[config.mk]
export PLATFORM = sky130hd
export DESIGN_NAME = debounced_button_relay_toggle
export DESIGN_NICKNAME = d
export VERILOG_FILES = /design/src/rtl/dbt_pkg.sv /design/src/rtl/dbt_lane.sv /design/src/rtl/dbt_merge.sv /design/src/rtl/debounced_button_relay_toggle.sv
export VERILOG_INCLUDE_DIRS = /design/src /design/src/rtl
export SDC_FILE = /design/constraint.sdc
export NUM_CORES = 2
export LEC_CHECK = 0
export ABC_CLOCK_PERIOD_IN_PS = 15600
export BUFFER_PORTS_ARGS = -buffer_cell sky130_fd_sc_hd__buf_4
export CORE_ASPECT_RATIO = 0.6
export CORE_MARGIN = 1
export CORE_UTILIZATION = 45
export DETAILED_ROUTE_END_ITERATION = 10
export PLACE_DENSITY = 0.71
export SLEW_MARGIN = 30
export SYNTH_ARGS = -nofsm -noshare
export SYNTH_HDL_FRONTEND = slang
export SYNTH_SLANG_ARGS = --single-unit
[constraint.sdc]
create_clock -name clk -period 15.6 [get_ports clk]
set_input_delay 1.56 -clock clk [delete_from_list [all_inputs] [get_ports clk]]
set_output_delay 1.56 -clock clk [all_outputs]
set_load 0.02 [all_outputs]
[src/rtl/assert_macros.svh]
// ----------------------------------------------------------------------------
// assertion macros
// concurrent checks on a clock with an active-low asynchronous reset
// ----------------------------------------------------------------------------
`ifndef ASSERT_MACROS_SVH
`define ASSERT_MACROS_SVH

`ifndef SYNTHESIS

// property that holds at every edge out of reset
`define ASSERT_AT(label, clk, rst_n, prop) \
	label: assert property (@(posedge clk) disable iff (!rst_n) (prop)) \
		else $error("assertion failed");

// consequent that must hold in the cycle after the antecedent
`define ASSERT_NEXT(label, clk, rst_n, ante, cons) \
	label: assert property (@(posedge clk) disable iff (!rst_n) (ante) |=> (cons)) \
		else $error("assertion failed");

`else

`define ASSERT_AT(label, clk, rst_n, prop)
`define ASSERT_NEXT(label, clk, rst_n, ante, cons)

`endif

`endif

[src/rtl/dbt_pkg.sv]
// ----------------------------------------------------------------------------
// dbt_pkg
// shared types and constants of the debounced relay toggle block
// ----------------------------------------------------------------------------
package dbt_pkg;

	localparam int CHANNEL_COUNT_DEF = 8;
	localparam int TIME_WIDTH_DEF    = 32;

	localparam int DELAY_W  = 16;
	localparam int BTN_W    = 8;
	localparam int NOW_W    = 32;
	localparam int IDX_W    = 3;
	localparam int CMD_W    = 2;

	localparam logic [DELAY_W-1:0] DELAY_RESET = 16'd50;

	localparam int S_TDATA_W = 56;
	localparam int M_TDATA_W = 32;

	typedef enum logic [CMD_W-1:0] {
		CMD_SAMPLE  = 2'd0,
		CMD_SET     = 2'd1,
		CMD_RESTORE = 2'd2,
		CMD_NOP     = 2'd3
	} cmd_e_t;

	// accepted item as seen by the relay merge stage
	typedef struct packed {
		logic             fire;
		cmd_e_t           cmd;
		logic [IDX_W-1:0] relay_index;
		logic             relay_value;
		logic [BTN_W-1:0] restore_bits;
	} ctrl_t;

endpackage

[src/rtl/dbt_lane.sv]
// ----------------------------------------------------------------------------
// dbt_lane
// one debounce channel: raw edge timestamp, settle compare, stable level
// ----------------------------------------------------------------------------
module dbt_lane #(
	parameter int TIME_WIDTH = dbt_pkg::TIME_WIDTH_DEF
) (
	input  logic                        clk,
	input  logic                        arst_n,
	input  logic                        sample_en,
	input  logic                        raw_bit,
	input  logic [TIME_WIDTH-1:0]       now,
	input  logic [dbt_pkg::DELAY_W-1:0] delay,
	output logic                        stable,
	output logic                        rise
);

	localparam int CMP_W = (TIME_WIDTH > dbt_pkg::DELAY_W) ? TIME_WIDTH : dbt_pkg::DELAY_W;

	logic                  prev_q;
	logic                  deb_q;
	logic [TIME_WIDTH-1:0] stamp_q;

	logic [TIME_WIDTH-1:0] stamp_d;
	logic [TIME_WIDTH-1:0] elapsed;
	logic                  settled;
	logic                  deb_d;

	always_comb begin
		stamp_d = (raw_bit != prev_q) ? now : stamp_q;
		// wraps modulo 2^TIME_WIDTH
		elapsed = now - stamp_d;
		settled = CMP_W'(elapsed) > CMP_W'(delay);
		deb_d   = settled ? raw_bit : deb_q;
		rise    = settled & raw_bit & ~deb_q;
	end

	always_ff @(posedge clk or negedge arst_n) begin
		if (!arst_n) begin
			prev_q  <= 1'b0;
			deb_q   <= 1'b0;
			stamp_q <= '0;
		end else if (sample_en) begin
			prev_q  <= raw_bit;
			deb_q   <= deb_d;
			stamp_q <= stamp_d;
		end
	end

	assign stable = deb_q;

endmodule

[src/rtl/dbt_merge.sv]
// ----------------------------------------------------------------------------
// dbt_merge
// relay update from the lanes' rising edges or a set/restore command, store tracking, result register
// ----------------------------------------------------------------------------
`include "assert_macros.svh"

module dbt_merge #(
	parameter int CHANNEL_COUNT = dbt_pkg::CHANNEL_COUNT_DEF
) (
	input  logic                     clk,
	input  logic                     arst_n,
	input  dbt_pkg::ctrl_t           ctrl,
	input  logic [CHANNEL_COUNT-1:0] rise_mask,
	input  logic                     m_tready,
	output logic                     out_valid,
	output logic                     in_ready,
	output logic [CHANNEL_COUNT-1:0] relay,
	output logic [CHANNEL_COUNT-1:0] toggled,
	output logic                     store
);

	logic [CHANNEL_COUNT-1:0] relay_q;
	logic [CHANNEL_COUNT-1:0] stored_q;
	logic [CHANNEL_COUNT-1:0] tog_q;
	logic                     store_q;
	logic                     valid_q;

	logic [CHANNEL_COUNT-1:0] relay_d;
	logic [CHANNEL_COUNT-1:0] stored_d;
	logic [CHANNEL_COUNT-1:0] tog_d;
	logic                     store_d;
	logic [CHANNEL_COUNT-1:0] set_mask;

	logic                     non_sample_fire;
	logic                     copy_fire;

	always_comb begin
		relay_d  = relay_q;
		stored_d = stored_q;
		tog_d    = '0;
		store_d  = 1'b0;
		set_mask = '0;
		if (32'(ctrl.relay_index) < CHANNEL_COUNT) begin
			set_mask = CHANNEL_COUNT'(1) << ctrl.relay_index;
		end
		case (ctrl.cmd)
			dbt_pkg::CMD_SAMPLE: begin
				relay_d  = relay_q ^ rise_mask;
				tog_d    = rise_mask;
				store_d  = (relay_d != stored_q);
				stored_d = relay_d;
			end
			dbt_pkg::CMD_SET: begin
				relay_d = ctrl.relay_value ? (relay_q | set_mask) : (relay_q & ~set_mask);
			end
			dbt_pkg::CMD_RESTORE: begin
				relay_d  = CHANNEL_COUNT'(ctrl.restore_bits);
				stored_d = relay_d;
			end
			dbt_pkg::CMD_NOP: begin
				relay_d = relay_q;
			end
			default: begin
				relay_d = relay_q;
			end
		endcase
	end

	always_ff @(posedge clk or negedge arst_n) begin
		if (!arst_n) begin
			relay_q  <= '0;
			stored_q <= '0;
			tog_q    <= '0;
			store_q  <= 1'b0;
			valid_q  <= 1'b0;
		end else begin
			if (ctrl.fire) begin
				relay_q  <= relay_d;
				stored_q <= stored_d;
				tog_q    <= tog_d;
				store_q  <= store_d;
				valid_q  <= 1'b1;
			end else if (m_tready) begin
				valid_q  <= 1'b0;
			end
		end
	end

	// a new item goes in when the result slot is empty or drains this cycle
	assign in_ready  = ~valid_q | m_tready;
	assign out_valid = valid_q;
	assign relay     = relay_q;
	assign toggled   = tog_q;
	assign store     = store_q;

	assign non_sample_fire = ctrl.fire && (ctrl.cmd != dbt_pkg::CMD_SAMPLE);
	assign copy_fire       = ctrl.fire && ((ctrl.cmd == dbt_pkg::CMD_SAMPLE) ||
		(ctrl.cmd == dbt_pkg::CMD_RESTORE));

	`ASSERT_NEXT(a_result_follows, clk, arst_n, ctrl.fire, valid_q)
	`ASSERT_NEXT(a_no_toggle_off_sample, clk, arst_n, non_sample_fire, (tog_q == '0) && !store_q)
	`ASSERT_NEXT(a_copy_tracks_relay, clk, arst_n, copy_fire, stored_q == relay_q)

endmodule

[src/rtl/debounced_button_relay_toggle.sv]
// ----------------------------------------------------------------------------
// debounced_button_relay_toggle
// debounced push-button bank that toggles a relay bit per button
// ----------------------------------------------------------------------------
// Usage:
//   Items arrive on the s_ stream: s_tuser carries the command (sample, set
//   one relay, restore), s_tdata the buttons, the millisecond time and the
//   set/restore arguments. Every item gives one result on the m_ stream with
//   the relay bits, debounced buttons, toggled mask and a store request.
//   cfg_valid/cfg_data write the debounce delay in ms; cfg_ready is always
//   high and writes are meant to happen while no item is in flight.
//   m_tvalid rises in the cycle after the input transfer. Throughput is one
//   item per cycle while results are taken: all channel lanes compare their
//   timestamps in parallel and the relay merge closes in the same cycle.
//   Reset clears all debounce state, relays and the stored copy, and loads
//   the delay with 50 ms.
//   When the receiver stalls, the result holds in the output register and
//   s_tready drops until it is taken; a transfer on both sides in the same
//   cycle keeps one item per cycle flowing.
// ----------------------------------------------------------------------------
module debounced_button_relay_toggle #(
	parameter int CHANNEL_COUNT = dbt_pkg::CHANNEL_COUNT_DEF,
	parameter int TIME_WIDTH    = dbt_pkg::TIME_WIDTH_DEF
) (
	input  logic                          clk,
	input  logic                          arst_n,
	input  logic                          s_tvalid,
	output logic                          s_tready,
	// raw_buttons[7:0], now_ms[39:8], relay_index[42:40], relay_value[43],
	// restore_bits[51:44], zero pad
	input  logic [dbt_pkg::S_TDATA_W-1:0] s_tdata,
	// command[1:0]
	input  logic [dbt_pkg::CMD_W-1:0]     s_tuser,
	output logic                          m_tvalid,
	input  logic                          m_tready,
	// relay_bits[7:0], stable_buttons[15:8], toggled_mask[23:16],
	// store_request[24], zero pad
	output logic [dbt_pkg::M_TDATA_W-1:0] m_tdata,
	input  logic                          cfg_valid,
	output logic                          cfg_ready,
	input  logic [dbt_pkg::DELAY_W-1:0]   cfg_data
);

	logic [dbt_pkg::DELAY_W-1:0] delay_q;

	logic [dbt_pkg::BTN_W-1:0] raw_buttons;
	logic [dbt_pkg::NOW_W-1:0] now_ms;
	logic [CHANNEL_COUNT-1:0]  raw_ch;
	logic [TIME_WIDTH-1:0]     now_tw;
	logic                      fire;
	logic                      sample_en;
	dbt_pkg::ctrl_t            ctrl;

	logic [CHANNEL_COUNT-1:0] stable;
	logic [CHANNEL_COUNT-1:0] rise_mask;
	logic [CHANNEL_COUNT-1:0] relay;
	logic [CHANNEL_COUNT-1:0] toggled;
	logic                     store;

	assign cfg_ready = 1'b1;

	always_ff @(posedge clk or negedge arst_n) begin
		if (!arst_n) begin
			delay_q <= dbt_pkg::DELAY_RESET;
		end else if (cfg_valid && cfg_ready) begin
			delay_q <= cfg_data;
		end
	end

	assign raw_buttons = s_tdata[7:0];
	assign now_ms      = s_tdata[39:8];
	assign raw_ch      = CHANNEL_COUNT'(raw_buttons);
	assign now_tw      = TIME_WIDTH'(now_ms);

	assign fire      = s_tvalid & s_tready;
	assign sample_en = fire && (dbt_pkg::cmd_e_t'(s_tuser) == dbt_pkg::CMD_SAMPLE);

	always_comb begin
		ctrl.fire         = fire;
		ctrl.cmd          = dbt_pkg::cmd_e_t'(s_tuser);
		ctrl.relay_index  = s_tdata[42:40];
		ctrl.relay_value  = s_tdata[43];
		ctrl.restore_bits = s_tdata[51:44];
	end

	for (genvar i = 0; i < CHANNEL_COUNT; i++) begin : g_lane
		dbt_lane #(
			.TIME_WIDTH(TIME_WIDTH)
		) u_lane (
			.clk       (clk),
			.arst_n    (arst_n),
			.sample_en (sample_en),
			.raw_bit   (raw_ch[i]),
			.now       (now_tw),
			.delay     (delay_q),
			.stable    (stable[i]),
			.rise      (rise_mask[i])
		);
	end

	dbt_merge #(
		.CHANNEL_COUNT(CHANNEL_COUNT)
	) u_merge (
		.clk       (clk),
		.arst_n    (arst_n),
		.ctrl      (ctrl),
		.rise_mask (rise_mask),
		.m_tready  (m_tready),
		.out_valid (m_tvalid),
		.in_ready  (s_tready),
		.relay     (relay),
		.toggled   (toggled),
		.store     (store)
	);

	assign m_tdata = {7'd0, store, 8'(toggled), 8'(stable), 8'(relay)};

endmodule
==> results.md <==
- Status: finished with violations
- Failing checks: design-rule violations
- Data required, critical path: 16020 ps
- Largest net degree at the start of global routing: 129
- Min-Delay Path Class: register to register
- Total track usage: 30.24%
- Finished Layout Cells: 5612
- Top-area cell type share of the netlist area: between 20% and 30%
- Clk pwr share: 14.9%
- Power Density: 166.2 nW/um2
- Yosys reg bits: 314
- Worst Path Arrival: 8680 ps
- NumNets Final: a little under 5000
- Maximum vdd ir drop: 0.08245 mV
- GPL Wtd Cong: 1.006
- Final hold vios: 0
- Area of the multi-input gates: 26930 um2
- Port Buf Inserts: 101
- Cts repair resizes: 0
- Synth cell types: 130
- CP Capture Type: register
- Gate Count Post-Synth: 4622
- Overflow left after global routing: 0
- Cell Rows: 80
- Largest area contributor in the netlist: dfrtp_1
- Worst Max-Slew Pin Slew: approximately 1100 ps
- TritonCTS clock tree: built
- WL/cell: approximately 23 um
- Clock Skew: 19.60 ps
- Critical path launch point type: primary input
- Vias/cell: 6.377
- Max-slew violation count: 0
- Comb power frac: about 65%
- Total number of yosys warnings: 0
- Synthesized cell area: 36540 um2
- Clk_lat worst skew: a little under 600 ps
- Die height: 222.7 um
- Min-delay src: g_lane[7].u_lane.stamp_q[25]
- H-tree depth: 2
- CTS Buf Count: 37
- CP max-delay cell: nor4_2
- Iter 0 DRT Violations: 4516
- Sw frac: 48.67%
- Sequential share of the synthesized area: 21.51%
- Pint: between 0.003 and 0.004 W
- Layout area overhead: 6.872%
- Vias in the first global route: 31660
- Seq pwr share: between 20% and 30%
- Tot Pwr: 0.006489 W
- Worst-path clk slew: 60 ps
- RR Endpoint: u_merge.store
- Dpl ws: 7076 ps
- Fmax: about 120 MHz
- Reg area: 7861 um2
- Hold EP: g_lane[7].u_lane.stamp_q[25]
- First-pass detailed-route iteration total: 9
- Post-CTS Hold Buffers: 0
- Setup bufs post-CTS: 0
- Die W: 369.9 um
- Min Hold Slack: 479.2 ps
- Fin Setup TNS: 0 ps
- RSZ-0062 raised after global routing: no
- CP max FO: 39
- Detailed-placement wirelength estimate: 91520 um
- DR vias: 35790
- Root Buffer: clkbuf_16
- Worst r2r src: g_lane[0].u_lane.prev_q
- IO Pins: 114
- Max incr delay on CP: 680 ps
- DRC viols: 8
- Antenna Nets Post-Route: 0
- Core area: 79880 um2
- Die area: 82380 um2
- MaxCap Viol Count: 0
- Layout cells sized above 1: 10.14%
- Initial antenna violation count: 3
- Top cells by area, synth: dfrtp_1, ha_1, nand2_1
- Period minus WS final: 8252 ps
- Post-synth EDFFs: 0
- Setup Viol. Count Final: 0
- R2r worst-path depth: 25
- Most used DFF post-synth: dfrtp_1
- Relative slew slack: 28.34%
- Final WS setup: 7348 ps
- Final period utilization: 52.90%
- Kind of critical path: primary input to register
- P_sw: approximately 0.0032 W
- First-pass GRT wire length: 193800 um
- Cell count after placement: 5545
- Clock buffer depth: 3
- Leak: ~17 nW
- Syn Area/Cell: roughly 8 um2
- Hold Crit Depth: 2
- Synth async-reset ratio: 100.0%
- CTS sink count: 314
- Total Wirelength: 127400 um
- R2R setup slack: 7990 ps
- Initial Util: roughly 46%
- Fillers: 7822
## routing by layer
metal | part of all wire [%] | global-route usage (%) | routed length (um) | up-vias
li1 | - | - | - | 16850
met3 | 12 | 7.376 | 15120 | 182
met5 | 0.010 | 0 | 13 | -
met1 | 47 | 47.00 | 60380 | 17030
met4 | 3.1 | 8.744 | 3952 | 2
met2 | 38 | 40.07 | 47980 | 1716
## state kept, by name, summed over array words and instances, names as in the netlist
name	cells
delay_q	16
g_lane.u_lane.prev_q	8
g_lane.u_lane.stable	8
g_lane.u_lane.stamp_q	256
u_merge.out_valid	1
u_merge.relay	8
u_merge.store	1
u_merge.stored_q	8
u_merge.toggled	8
## how the worst max path moves through the flow
| stage | from | end | slack, ps | cells after the start |
|---|---|---|---|---|
| CTS | s_tdata[0] | u_merge.store | 7650 | 26 |
| global route | s_tdata[0] | u_merge.store | 7100 | 26 |
| detailed placement | s_tdata[0] | u_merge.store | 7080 | 26 |
| global placement | s_tdata[3] | u_merge.store | 7300 | 27 |
| floorplan | s_tdata[7] | u_merge.store | 7660 | 28 |
| finish | s_tdata[0] | u_merge.store | 7350 | 26 |
## stage by stage
step           utilization (%)  cell area, um2
6_report                 48.89           39050
3_3_place_gp             47.27           37760
5_1_grt                  48.89           39050
4_1_cts                  48.88           39040
2_1_floorplan                -           36560
3_5_place_dp             47.27           37760
## power groups by stage
stage,registers [W],logic (W),clock network [W]
4_1_cts,0.00133,0.00407,0.000988
3_3_place_gp,0.00133,0.00398,0
5_1_grt,0.00137,0.00460,0.00102
6_report,0.00133,0.00419,0.000966
3_5_place_dp,0.00134,0.00405,0
2_1_floorplan,0.00126,0.00315,0
## placed cells by master (no fill, tap or decap), types with 17 or more instances in the layout
cell	instances
maj3_1	58
buf_4	142
nand4_1	91
nor2_1	280
o21ai_0	392
ha_1	300
dfrtp_1	311
o22ai_1	19
o21a_1	41
or3_1	27
and3_1	39
nor2b_1	79
nand3_1	99
o21bai_1	31
inv_1	137
a211oi_1	49
a2111oi_0	19
xnor2_1	126
nor3_1	80
a221oi_1	17
a22oi_1	19
a21o_1	90
nor4_1	34
o211ai_1	44
a31oi_1	68
xor2_1	121
and2_1	28
a21oi_1	340
o31ai_1	28
nand2b_1	100
nand2_1	532
o2111ai_1	23
mux2_2	159
clkbuf_16	37
mux2i_1	185
## cells in the mapped netlist, types with 90 or more instances
master,number
mux2i_1,185
nand2_1,532
nand4_1,91
mux2_2,159
clkbuf_1,206
nor2_1,280
xnor2_1,133
a21oi_1,340
nand3_1,100
inv_1,137
ha_1,300
xor2_1,125
nand2b_1,100
a21o_1,90
dfrtp_1,311
o21ai_0,392
## worst max-delay path, delay by kind of cell
family,cells,cell delay (ps)
and+or+nand+nor,9,2200
buffers and inverters,2,650
adders and majority gates,2,590
xor gates and xnor gates,2,440
AOI/OAI and AO/OA,11,3200
## area by class of cell
cell class              instances  area share [%]
clock buffers                  48           2.579
repair buffers                145           2.839
flip-flops and latches        314           20.13
diodes                          1        0.006408
inverters                     142           1.365
multi-input cells            3879           68.96
clock inverters                17          0.7049
well taps                    1066           3.415
## cell families after synthesis
| group | Yosys count | synth area share, % |
|---|---|---|
| AO/OA/AOI/OAI | 1400 | 24.78 |
| XOR/XNOR | 261 | 6.318 |
| adder cells (fa/ha/maj) | 363 | 12.02 |
| buffers and inverters | 435 | 5.150 |
| flip-flops | 314 | 21.51 |
| multiplexers | 345 | 9.999 |
| other | 2 | 0.02055 |
| AND/OR/NAND/NOR | 1502 | 20.20 |
Note: power is estimated with default switching activity, not from simulation.
